$ cat src/mced_pkg.sv
// Package for the Morse code encoder/decoder unit.
// Payload and queue entry types, ASCII codes, letter code tables and lookup.
// No dependencies.
package mced_pkg;

    localparam int QDEPTH = 2;
    localparam int QPTR_W = 1;
    localparam int QCNT_W = 2;
    localparam int NUM_LETTERS = 26;

    localparam logic [7:0] CH_SPACE = 8'h20;
    localparam logic [7:0] CH_DASH  = 8'h2D;
    localparam logic [7:0] CH_DOT   = 8'h2E;
    localparam logic [7:0] CH_UA    = 8'h41;
    localparam logic [7:0] CH_UZ    = 8'h5A;
    localparam logic [7:0] CH_LA    = 8'h61;
    localparam logic [7:0] CH_LZ    = 8'h7A;
    localparam logic [7:0] CASE_OFS = 8'h20;

    localparam logic [2:0] MAX_SYMBOLS = 3'd4;

    localparam logic [2:0] CODE_LEN [NUM_LETTERS] = '{
        3'd2, 3'd4, 3'd4, 3'd3, 3'd1, 3'd4, 3'd3, 3'd4, 3'd2, 3'd4, 3'd3, 3'd4, 3'd2,
        3'd2, 3'd3, 3'd4, 3'd4, 3'd3, 3'd3, 3'd1, 3'd3, 3'd4, 3'd3, 3'd4, 3'd4, 3'd4
    };
    localparam logic [3:0] CODE_BITS [NUM_LETTERS] = '{
        4'd2, 4'd1, 4'd5, 4'd1, 4'd0, 4'd4, 4'd3, 4'd0, 4'd0, 4'd14, 4'd5, 4'd2, 4'd3,
        4'd1, 4'd7, 4'd6, 4'd11, 4'd2, 4'd0, 4'd1, 4'd4, 4'd8, 4'd6, 4'd9, 4'd13, 4'd3
    };

    typedef struct packed {
        logic [7:0] in_char;
        logic       end_of_message;
    } in_item_t;

    typedef struct packed {
        logic [7:0] out_char;
        logic       last_of_run;
    } out_item_t;

    // One queued run: either a Morse pattern plus trailing space, or a
    // literal character repeated cnt times.
    typedef struct packed {
        logic       is_morse;
        logic [2:0] cnt;
        logic [3:0] bits;
        logic [7:0] ch;
    } run_desc_t;

    typedef struct packed {
        logic       found;
        logic [4:0] idx;
    } lookup_t;

    function automatic lookup_t morse_lookup(input logic [2:0] cnt, input logic [3:0] bits);
        lookup_t    res;
        logic [3:0] mask;
        res = '0;
        for (int j = 0; j < 4; j++)
        begin
            mask[j] = (3'(j) < cnt);
        end
        for (int k = NUM_LETTERS - 1; k >= 0; k--)
        begin
            if (CODE_LEN[k] == cnt && CODE_BITS[k] == (bits & mask))
            begin
                res.found = 1'b1;
                res.idx   = 5'(k);
            end
        end
        return res;
    endfunction

endpackage

$ cat src/mced_front.sv
// Front end: accepts characters, holds direction and decoder state,
// and turns each character into at most one queued output run. Uses mced_pkg.
module mced_front (
    input  logic                clk,
    input  logic                rst_n,
    input  logic                cfg_wr_en,
    input  logic                cfg_wr_data,
    input  logic                in_valid,
    output logic                in_stall,
    input  mced_pkg::in_item_t  in_item,
    input  logic                q_full,
    output logic                push,
    output mced_pkg::run_desc_t push_desc
);
    import mced_pkg::*;

    logic       direction_reg;
    logic [3:0] symbol_bits_reg, symbol_bits_next;
    logic [2:0] symbol_count_reg, symbol_count_next;
    logic       pattern_invalid_reg, pattern_invalid_next;
    logic       space_pending_reg, space_pending_next;

    logic       accept;
    logic       desc_valid;

    assign in_stall = q_full;
    assign accept   = in_valid && !q_full;
    assign push     = accept && desc_valid;

    always_comb
    begin
        logic [7:0] c;
        logic [4:0] k;
        logic [3:0] sb;
        logic [2:0] sc;
        logic       pi;
        logic       sp;
        lookup_t    lk;
        c  = in_item.in_char;
        k  = '0;
        sb = symbol_bits_reg;
        sc = symbol_count_reg;
        pi = pattern_invalid_reg;
        sp = space_pending_reg;
        lk = '0;
        desc_valid = 1'b0;
        push_desc  = '0;
        if (!direction_reg)
        begin
            if (c >= CH_LA && c <= CH_LZ)
            begin
                c = c - CASE_OFS;
            end
            if (c == CH_SPACE)
            begin
                desc_valid   = 1'b1;
                push_desc.ch = CH_SPACE;
                push_desc.cnt = 3'd2;
            end
            else if (c >= CH_UA && c <= CH_UZ)
            begin
                k = 5'(c - CH_UA);
                desc_valid = 1'b1;
                push_desc.is_morse = 1'b1;
                push_desc.cnt  = CODE_LEN[k] + 3'd1;
                push_desc.bits = CODE_BITS[k];
                push_desc.ch   = CH_SPACE;
            end
        end
        else
        begin
            if (c == CH_SPACE)
            begin
                if (sp)
                begin
                    desc_valid    = 1'b1;
                    push_desc.ch  = CH_SPACE;
                    push_desc.cnt = 3'd1;
                    sp = 1'b0;
                end
                else
                begin
                    lk = morse_lookup(sc, sb);
                    if (!pi && sc != 3'd0 && lk.found)
                    begin
                        desc_valid    = 1'b1;
                        push_desc.ch  = CH_UA + {3'b000, lk.idx};
                        push_desc.cnt = 3'd1;
                    end
                    sb = '0;
                    sc = '0;
                    pi = 1'b0;
                    sp = 1'b1;
                end
            end
            else
            begin
                sp = 1'b0;
                if (c == CH_DOT || c == CH_DASH)
                begin
                    if (sc < MAX_SYMBOLS)
                    begin
                        if (c == CH_DASH)
                        begin
                            sb[sc[1:0]] = 1'b1;
                        end
                        sc = sc + 3'd1;
                    end
                    else
                    begin
                        pi = 1'b1;
                    end
                end
                else
                begin
                    pi = 1'b1;
                end
                if (in_item.end_of_message)
                begin
                    lk = morse_lookup(sc, sb);
                    if (!pi && sc != 3'd0 && lk.found)
                    begin
                        desc_valid    = 1'b1;
                        push_desc.ch  = CH_UA + {3'b000, lk.idx};
                        push_desc.cnt = 3'd1;
                    end
                end
            end
        end
        if (in_item.end_of_message)
        begin
            sb = '0;
            sc = '0;
            pi = 1'b0;
            sp = 1'b0;
        end
        symbol_bits_next     = sb;
        symbol_count_next    = sc;
        pattern_invalid_next = pi;
        space_pending_next   = sp;
    end

    always_ff @(posedge clk or negedge rst_n)
    begin
        if (!rst_n)
        begin
            direction_reg       <= 1'b0;
            symbol_bits_reg     <= '0;
            symbol_count_reg    <= '0;
            pattern_invalid_reg <= 1'b0;
            space_pending_reg   <= 1'b0;
        end
        else
        begin
            if (cfg_wr_en)
            begin
                direction_reg <= cfg_wr_data;
            end
            if (accept)
            begin
                symbol_bits_reg     <= symbol_bits_next;
                symbol_count_reg    <= symbol_count_next;
                pattern_invalid_reg <= pattern_invalid_next;
                space_pending_reg   <= space_pending_next;
            end
        end
    end

endmodule

$ cat src/mced_queue.sv
// Short run queue between front and back end.
// Uses mced_pkg for the entry type and depth.
module mced_queue (
    input  logic                         clk,
    input  logic                         rst_n,
    input  logic                         push,
    input  mced_pkg::run_desc_t          push_desc,
    input  logic                         pop,
    output mced_pkg::run_desc_t          head_desc,
    output logic                         full,
    output logic                         nonempty,
    output logic [mced_pkg::QCNT_W-1:0]  count
);
    import mced_pkg::*;

    run_desc_t         mem [QDEPTH];
    logic [QPTR_W-1:0] wr_ptr_reg;
    logic [QPTR_W-1:0] rd_ptr_reg;
    logic [QCNT_W-1:0] count_reg;

    assign head_desc = mem[rd_ptr_reg];
    assign full      = (count_reg == QCNT_W'(QDEPTH));
    assign nonempty  = (count_reg != '0);
    assign count     = count_reg;

    always_ff @(posedge clk)
    begin
        if (push)
        begin
            mem[wr_ptr_reg] <= push_desc;
        end
    end

    always_ff @(posedge clk or negedge rst_n)
    begin
        if (!rst_n)
        begin
            wr_ptr_reg <= '0;
            rd_ptr_reg <= '0;
            count_reg  <= '0;
        end
        else
        begin
            if (push)
            begin
                wr_ptr_reg <= wr_ptr_reg + 1'b1;
            end
            if (pop)
            begin
                rd_ptr_reg <= rd_ptr_reg + 1'b1;
            end
            if (push && !pop)
            begin
                count_reg <= count_reg + 1'b1;
            end
            else if (pop && !push)
            begin
                count_reg <= count_reg - 1'b1;
            end
        end
    end

endmodule

$ cat src/mced_back.sv
// Back end: expands the run at the queue head into output characters,
// one per cycle while out_stall is low, into the output register. Uses mced_pkg.
module mced_back (
    input  logic                clk,
    input  logic                rst_n,
    input  logic                q_nonempty,
    input  mced_pkg::run_desc_t head_desc,
    output logic                pop,
    output logic                out_valid,
    input  logic                out_stall,
    output mced_pkg::out_item_t out_item
);
    import mced_pkg::*;

    logic [2:0] idx_reg;
    logic       out_valid_reg;
    out_item_t  out_reg;

    logic       load;
    logic       last;
    logic [7:0] ch;

    assign out_valid = out_valid_reg;
    assign out_item  = out_reg;
    assign load      = q_nonempty && (!out_valid_reg || !out_stall);
    assign last      = (idx_reg == head_desc.cnt - 3'd1);
    assign pop       = load && last;

    always_comb
    begin
        if (head_desc.is_morse && !last)
        begin
            ch = head_desc.bits[idx_reg[1:0]] ? CH_DASH : CH_DOT;
        end
        else
        begin
            ch = head_desc.ch;
        end
    end

    always_ff @(posedge clk)
    begin
        if (load)
        begin
            out_reg.out_char    <= ch;
            out_reg.last_of_run <= last;
        end
    end

    always_ff @(posedge clk or negedge rst_n)
    begin
        if (!rst_n)
        begin
            idx_reg       <= '0;
            out_valid_reg <= 1'b0;
        end
        else
        begin
            if (load)
            begin
                out_valid_reg <= 1'b1;
                idx_reg       <= last ? 3'd0 : idx_reg + 3'd1;
            end
            else if (!out_stall)
            begin
                out_valid_reg <= 1'b0;
            end
        end
    end

endmodule

$ cat src/morse_code_encoder_decoder_unit.sv
// Top level of the Morse code encoder/decoder unit.
// Instantiates mced_front, mced_queue and mced_back; uses mced_pkg.

// Translates ASCII text to International Morse code for A-Z (direction 0) or
// Morse back to letters (direction 1). An input transfer is taken every cycle
// while the two-entry run queue has room; the output side delivers one
// character per cycle from the queue head while out_stall is low. An encoded
// letter gives its dots and dashes and a trailing space, a space gives two
// spaces, a decoded letter or word space gives one character, and the
// rest give none. Sustained throughput is set by the output serializer at
// one character per cycle. Write direction only while no transfer is in flight.
module morse_code_encoder_decoder_unit (
    input  logic                clk,
    input  logic                rst_n,
    input  logic                cfg_wr_en,
    input  logic                cfg_wr_data,
    input  logic                in_valid,
    output logic                in_stall,
    input  mced_pkg::in_item_t  in_item,
    output logic                out_valid,
    input  logic                out_stall,
    output mced_pkg::out_item_t out_item
);
    import mced_pkg::*;

    logic              push;
    run_desc_t         push_desc;
    logic              pop;
    run_desc_t         head_desc;
    logic              q_full;
    logic              q_nonempty;
    logic [QCNT_W-1:0] q_count;

    mced_front u_front (
        .clk         (clk),
        .rst_n       (rst_n),
        .cfg_wr_en   (cfg_wr_en),
        .cfg_wr_data (cfg_wr_data),
        .in_valid    (in_valid),
        .in_stall    (in_stall),
        .in_item     (in_item),
        .q_full      (q_full),
        .push        (push),
        .push_desc   (push_desc)
    );

    mced_queue u_queue (
        .clk       (clk),
        .rst_n     (rst_n),
        .push      (push),
        .push_desc (push_desc),
        .pop       (pop),
        .head_desc (head_desc),
        .full      (q_full),
        .nonempty  (q_nonempty),
        .count     (q_count)
    );

    mced_back u_back (
        .clk        (clk),
        .rst_n      (rst_n),
        .q_nonempty (q_nonempty),
        .head_desc  (head_desc),
        .pop        (pop),
        .out_valid  (out_valid),
        .out_stall  (out_stall),
        .out_item   (out_item)
    );

`ifndef SYNTHESIS
    a_count_bound: assert property (@(posedge clk) disable iff (!rst_n)
        q_count <= QCNT_W'(QDEPTH))
        else $error("run queue count exceeds depth");

    a_out_from_queue: assert property (@(posedge clk) disable iff (!rst_n)
        $rose(out_valid) |-> $past(q_nonempty))
        else $error("output appeared without a queued run");

    a_out_char_legal: assert property (@(posedge clk) disable iff (!rst_n)
        out_valid |-> (out_item.out_char == CH_DOT || out_item.out_char == CH_DASH ||
                       out_item.out_char == CH_SPACE ||
                       (out_item.out_char >= CH_UA && out_item.out_char <= CH_UZ)))
        else $error("illegal output character");

    a_no_pop_empty: assert property (@(posedge clk) disable iff (!rst_n)
        pop |-> q_nonempty)
        else $error("pop from empty run queue");
`endif

endmodule
$ cat config.mk
export PLATFORM = sky130hd
export DESIGN_NAME = morse_code_encoder_decoder_unit
export DESIGN_NICKNAME = d
export VERILOG_FILES = /design/src/mced_pkg.sv /design/src/mced_front.sv /design/src/mced_queue.sv /design/src/mced_back.sv /design/src/morse_code_encoder_decoder_unit.sv
export SDC_FILE = /design/constraint.sdc
export NUM_CORES = 1
export LEC_CHECK = 0
export ABC_AREA = 1
export BUFFER_PORTS_ARGS = -buffer_cell sky130_fd_sc_hd__buf_2
export CAP_MARGIN = 20
export CORE_MARGIN = 2
export CORE_UTILIZATION = 55
export CTS_BUF_LIST = sky130_fd_sc_hd__clkbuf_2 sky130_fd_sc_hd__clkbuf_4 sky130_fd_sc_hd__clkbuf_8
export CTS_CLUSTER_SIZE = 30
export DETAILED_ROUTE_END_ITERATION = 16
export PLACE_DENSITY = 0.81
export SYNTH_ARGS = -nofsm -noshare
export SYNTH_HDL_FRONTEND = slang
export SYNTH_HIERARCHICAL = 1
export SYNTH_SLANG_ARGS = --single-unit
export TNS_END_PERCENT = 100
$ cat constraint.sdc
create_clock -name clk -period 3.9 [get_ports clk]
set_input_delay 0.39 -clock clk [delete_from_list [all_inputs] [get_ports clk]]
set_output_delay 0.39 -clock clk [all_outputs]
set_load 0.1 [all_outputs]
**Word level (Yosys, flattened, before mapping)**

Memory sizes are Yosys's and may differ from the RTL's.
Index checks and enable logic that the tools add are counted.
Widths: inputs -> output; s select.

- Memories: 3
- Logic and storage cells: 306
- RAM bits: 32
- Memory bits (read-only): 224
- Register bits: 27
- Output and inout bits: 11
- Bits of input ports: 15

- Order comparisons: 17
- Reductions and logical operators: 85
- Equal/unequal tests: 40
- Bitwise operators: 4
- Multiplexer cells: 133
- Add/subtract/negate cells: 12

Memories:

| memory | depth | width | rd ports | clocked after memory_dff | wr ports | RTL line | source |
|---|---|---|---|---|---|---|---|
| (name not given) | 32 | 4 | 1 | 0 | 0 | mced_front.sv:66 | `push_desc.bits = CODE_BITS[k];` |
| (name not given) | 32 | 3 | 1 | 0 | 0 | mced_front.sv:65 | `push_desc.cnt = CODE_LEN[k] + 3'd1;` |
| u_queue.mem | 2 | 16 | 1 | 0 | 1 | mced_queue.sv:16 | `run_desc_t mem [QDEPTH];` |

Operators by type and width:

| operator | count |
|---|---|
| $mux 6 | 58 |
| $mux 8 | 10 |
| $logic_and 1x1->1 | 66 |
| $mux 4 | 13 |
| $mux 3 | 16 |
| $eq 4x4->1 const A | 10 |
| $eq 3x4->1 const A | 8 |
| $eq 8x6->1 const B | 4 |
| $mux 1 | 30 |
| $add 7x5->8 const A | 2 |
| $eq 2x4->1 const A | 4 |
| $ge 8x7->1 const B | 2 |
| $le 8x7->1 const B | 2 |
| $mux 16 | 1 |
| $eq 2x3->1 const A | 4 |
| $lt 1x3->1 const A | 4 |
| $lt 2x3->1 const A | 4 |
| $add 3x1->3 const B | 3 |
| $and 4x4->4 | 2 |
| $eq 1x4->1 const A | 2 |
| $logic_not 1->1 | 8 |
| $logic_not 4->1 | 2 |
| $sub 8x6->8 const B | 1 |
| $eq 1x3->1 const A | 2 |
| other kinds (24) | 33 |

**Depth between registers and ports, before layout**

- Depth after elaboration: 52
- Depth in mapped cells: 26
- Depth with buffers taken out: 26

**Modules after synthesis**

Netlist, hierarchy kept.

Modules (own cells, without submodules):

| module | times used | cells each | area each (sq um) | seq. area each (sq um) |
|---|---|---|---|---|
| mced_front | 1 | 447 | 2,608.8 | 250.2 |
| mced_queue | 1 | 75 | 1,412.6 | 1,061.0 |
| mced_back | 1 | 84 | 719.4 | 370.4 |

**Worst setup path before layout**

Ideal clock, no wire load.

- Kind: input -> register
- Start point: input in_item[1] (netlist bit)
- End point: memory u_queue/mem[0][0] (netlist bit), enable pin
- Required time: 3,512 ps
- Stages on the path: 20
- Buffers on the path: 0
- Arrival time: 3,301 ps
- Library setup time: 388 ps
- Slack: 211 ps
- Path through: inv_1 ha_1 nor2_1 nor2_4 nand3_1 nand2_4 nand3_2 nand2_1 nand2_2 nor2_2 inv_2 nor2_2 nor2_2 o211ai_2 nor3_2 a21oi_4 o21ai_2 a21oi_1 inv_1 nor2_1

- Cells in the longest elaborated chain, start to end: 46
- Elaborated cells between the ends (all ways): 115
- Classes of those cells: 1 x add/sub; 8 x order compare; 20 x eq/ne; 50 x mux; 1 x bitwise; 35 x reduce/logical

RTL lines:

| item | RTL line | source |
|---|---|---|
| start, declared | morse_code_encoder_decoder_unit.sv:19 | `input mced_pkg::in_item_t in_item,` |
| $eq 8x6->1 (on tied branches) | mced_front.sv:99, mced_front.sv:103 |  |
| $logic_or 1x1->1 or $mux 4 (tied branches) | mced_front.sv:99, mced_front.sv:103 |  |
| $mux 3 or $mux 4 (tied branches) | mced_front.sv:99, mced_front.sv:101 |  |
| $mux 3 or $mux 4 (tied branches) | mced_front.sv:72, mced_front.sv:99 |  |
| $mux 3 or $mux 4 (tied branches) | mced_front.sv:48, mced_front.sv:72 |  |
| $lt 1x3->1, or another cell as far along | mced_pkg.sv:61 | `mask[j] = (3'(j) < cnt);` |
| $and 4x4->4 | mced_pkg.sv:65 | `if (CODE_LEN[k] == cnt && CODE_BITS[k] == (bits & mask))` |
| $eq 2x4->1 | mced_pkg.sv:65 |  |
| [31 not listed] | - |  |
| $mux 1 | mced_front.sv:121 | `if (!pi && sc != 3'd0 && lk.found)` |
| $mux 1 | mced_front.sv:118 | `if (in_item.end_of_message)` |
| $mux 1 | mced_front.sv:72 | `if (c == CH_SPACE)` |
| $mux 1 * | mced_front.sv:48 | `if (!direction_reg)` |
| $logic_and 1x1->1 * | mced_front.sv:28 | `assign push = accept && desc_valid;` |
| named net push | morse_code_encoder_decoder_unit.sv:26 | `logic push;` |
| $mux 1 * | mced_queue.sv:28 | `if (push)` |
| $mux 1 (not written as such) * | mced_queue.sv:30 | `mem[wr_ptr_reg] <= push_desc;` |
| end, declared | mced_queue.sv:16 |  |

Mark *: on every way through the listed nets, which the timed path passes. The rest lies on a longest branch. The select of a mux whose other input is x is not followed.

**Final worst setup path**

- Start point: register u_front.symbol_count_reg[0]
- End point: register u_queue.count_reg[1] (netlist: u_queue/count[1])

- Cells in the longest elaborated chain, start to end: 51
- Elaborated cells between the ends (all ways): 194
- Classes of those cells: 1 x add/sub; 11 x order compare; 32 x eq/ne; 80 x mux; 3 x bitwise; 67 x reduce/logical

RTL lines:

| item | RTL line | source |
|---|---|---|
| start, declared | mced_front.sv:19 | `logic [2:0] symbol_count_reg, symbol_count_next;` |
| start signal, assigned | mced_front.sv:162 | `symbol_count_reg <= symbol_count_next;` |
| $lt 2x3->1 (not written as such) or $ge 2x1->1 (tied branches) | mced_front.sv:105 | `sb[sc[1:0]] = 1'b1;` |
| $logic_and 1x1->1 (not written as such) | mced_front.sv:105 |  |
| $mux 1 (not written as such) | mced_front.sv:105 |  |
| $demux 1 s2 | - |  |
| $or 4x4->4 (no source line) | - |  |
| $mux 4 | mced_front.sv:103 | `if (c == CH_DASH)` |
| $mux 4 | mced_front.sv:101 | `if (sc < MAX_SYMBOLS)` |
| $mux 4 | mced_front.sv:99 | `if (c == CH_DOT \|\| c == CH_DASH)` |
| [36 not listed] | - |  |
| $mux 1 | mced_front.sv:118 |  |
| $mux 1 * | mced_front.sv:72 |  |
| $mux 1 * | mced_front.sv:48 |  |
| $logic_and 1x1->1 * | mced_front.sv:28 |  |
| named net push | morse_code_encoder_decoder_unit.sv:26 |  |
| $logic_not 1->1 | mced_queue.sv:56 | `else if (pop && !push)` |
| $logic_and 1x1->1 | mced_queue.sv:56 |  |
| $reduce_bool 2->1 (no source line) | - |  |
| end signal, assigned | mced_queue.sv:54 | `count_reg <= count_reg + 1'b1;` |
| end signal, assigned | mced_queue.sv:58 | `count_reg <= count_reg - 1'b1;` |
| end, declared | mced_queue.sv:19 | `logic [QCNT_W-1:0] count_reg;` |

Marks and branches as above.
A chain may end at the register's enable or synchronous reset.

==> flow_summary.yaml <==
route:
  drc: 0
  vias: 4216
  drt_iter0_drc: 283
  vias_per_cell: 5.59
  routed_wl_mm: 10.6
  ant_nets: 0
  drtPass1Iterations: 5
  wl_per_cell_um: 14.0
setup_path:
  cp_slowest_stage_delay_ns: 0.45
  path_common_cell: "nand2_1"
  slowest_stage: "dfrtp_1"
  path_class: "flip-flop to flip-flop"
  critPathArrivalTime_ns: 3.80
  cp-start-kind: "flip-flop"
  crit_fanout: 8
  end_kind: "flip-flop"
  required_ns: 4.13
pwr:
  peakVddDrop_uv: 277
  power.leakage_nw: 2.55
  power_density_mw_per_mm2: 462
global_routing:
  gr-total-overflow: 0
  grt_max_degree: 19
  grt_usage_pct: 22.7
  grt_pass1_vias: 3932
  grt_pass1_wl_mm: 17.8
  antenna_found_initial: 0
die:
  die_h_um: 96.8
  die_area_mm2: 0.00938
  start_util_pct: 57.1
  coreArea_mm2: 0.00830
  rows: 33
  top_level_ports: 26
  fp.dieW_um: 96.8
min_path:
  min_path_type: "input pin to async pin"
synth:
  synthFlopType: "edfxtp_1"
  synthArstFlopShare_pct: 30.5
  netlist_area_mm2: 0.00474
  synthTopCellsByArea: "edfxtp_1, nand2_1, dfrtp_1"
  ys_warn_count: 6
  synthCells: 606
  synth_edf_count: 41
  synth-seq-cells: 59
  synth_area_leader_cell: "edfxtp_1"
  postSynthAreaPerCell_um2: 7.82
  syn_nets: 643
  synth.yosys.seq_area_share_pct: 35.5
  synthDistinctLibCells: 52
  synth_top_cell_area_share_pct: 26.0
placement:
  gp_congestion: 0.955
  dpl_worst_slack_ns: 0.117
  numPortBuffers: 25
  dp_hpwl_mm: 8.03
sta:
  fin_ws_ns: 0.324
  worst_pin_slew_ns: 0.659
  hold_viol: 0
  grt_setup_unrepaired: "no"
  final.min_clock_period_ns: 3.58
  max_slew_margin_pct: 55.9
  post-route-period-util_pct: 91.7
  finalSetupViolCount: 0
  fmax_ghz: 0.280
  slew_viol_final: 0
  skew_ns: 0.00718
  tns_ns: 0
clock_tree:
  cts-root-buf: "clkbuf_8"
  path_clk_slew_ns: 0.07
  cts_buffers: 9
  clockBufferDepth: 2
  post_cts_buffers: 0
  clock_latency_ns: 0.34
  cts_num_sinks: 59
  cts_tree: "done"
  htree_num_levels: 3
finish:
  multiInputGateArea_mm2: 0.00257
  drive_gt1_share_pct: 22.3
  final_cell_mix: "nand2_1, inv_1, nor2_1, edfxtp_1, nand3_1"
  regArea_mm2: 0.00168
  final_common_cell: "nand2_1"
  fin_nets: 681
  antennaDiodeCount: 0
  nFillCells: 718
  largest_register_ffs: 32
  syn2layout_area_growth_pct: 9.45
flow_run:
  drv_cap: 0
outcome:
  outcome: "finished, final reports clean"
==> logic make-up after synthesis <==
logic type	Yosys count	synth area share (%)
adder cells (fa/ha/maj)	22	5.81
flip-flops	59	35.5
XOR/XNOR	6	1.11
AND/OR/NAND/NOR	298	31.1
other	1	0.0791
multiplexers	16	4.51
buffers and inverters	119	10.4
AO/OA/AOI/OAI	85	11.6
==> repair_timing <==
item,4_1_cts,5_1_grt
hold buffers,0,0
gates resized for setup,0,1
endpoints found under the setup margin,0,1
==> layer usage <==
metal	part of all wire, %	wire [um]	global-route usage, %	vias up
met5	0	0	0	-
met4	2.3	242	8.88	0
met3	5.4	567	2.96	25
met2	47	4970	37.6	156
met1	45	4800	30.2	1954
li1	-	-	-	2081
==> critical path, delay by kind of cell, from the launching register on <==
kind            cells  cell delay [ns]
compound gates      3             0.34
fa+ha+maj           2             0.62
flops               1             0.45
simple gates       16             1.58
buf+inv             5             0.50
==> Yosys cell counts, types with 14 or more instances <==
| library cell | n |
|---|---|
| nor2_1 | 51 |
| nand2_1 | 127 |
| o21ai_0 | 23 |
| nand4_1 | 16 |
| dfrtp_1 | 18 |
| inv_2 | 18 |
| nand3_1 | 36 |
| inv_1 | 91 |
| nor3_1 | 14 |
| ha_1 | 22 |
| a21oi_1 | 20 |
| edfxtp_1 | 41 |
==> cell type report <==
class	instances	area share (%)
Inverter	110	8.01
Clock inverter	6	0.796
Tap cell	105	2.53
Sequential cell	59	32.4
Clock buffer	10	2.53
Multi-Input combinational cell	428	49.5
Timing Repair Buffer	36	4.24
==> metrics by stage <==
stage	utilization (%)	std cells	hold WS, ns	total power, mW	instance area (um2)
finish	62.5	754	0.00296	2.40	5190
global route	62.5	754	0.0395	2.51	5190
detailed placement	60.4	738	0.379	1.91	5020
CTS	62.5	754	0.00646	2.41	5190
floorplan	-	606	0.0944	1.77	4740
global placement	60.4	738	0.379	1.89	5020
==> path summary, 6_finish.rpt <==
path / from / end / slack, ns / depth (start not counted)
worst max-delay path: u_front/symbol_count_reg[0] / u_queue/count[1] / 0.32 / 26
worst min-delay path: rst_n / u_back/idx_reg[0] / 0.003 / 1
worst max register to register: u_front/symbol_count_reg[0] / u_queue/count[1] / 0.32 / 26
worst min register to register: u_queue/wr_ptr_reg / u_queue/wr_ptr_reg / 0.50 / 1
max in group asynchronous: rst_n / u_front/symbol_bits_reg[1] / 3.56 / 1
min in group clk: out_stall / u_back/out_valid / 0.28 / 3
==> where the power goes <==
part | leakage, nW | internal [mW] | switching (mW)
Clock | 0.0821 | 0.237 | 0.251
Sequential | 0.634 | 0.790 | 0.0840
Combinational | 1.83 | 0.270 | 0.764
(Power assumes the default switching activity.)
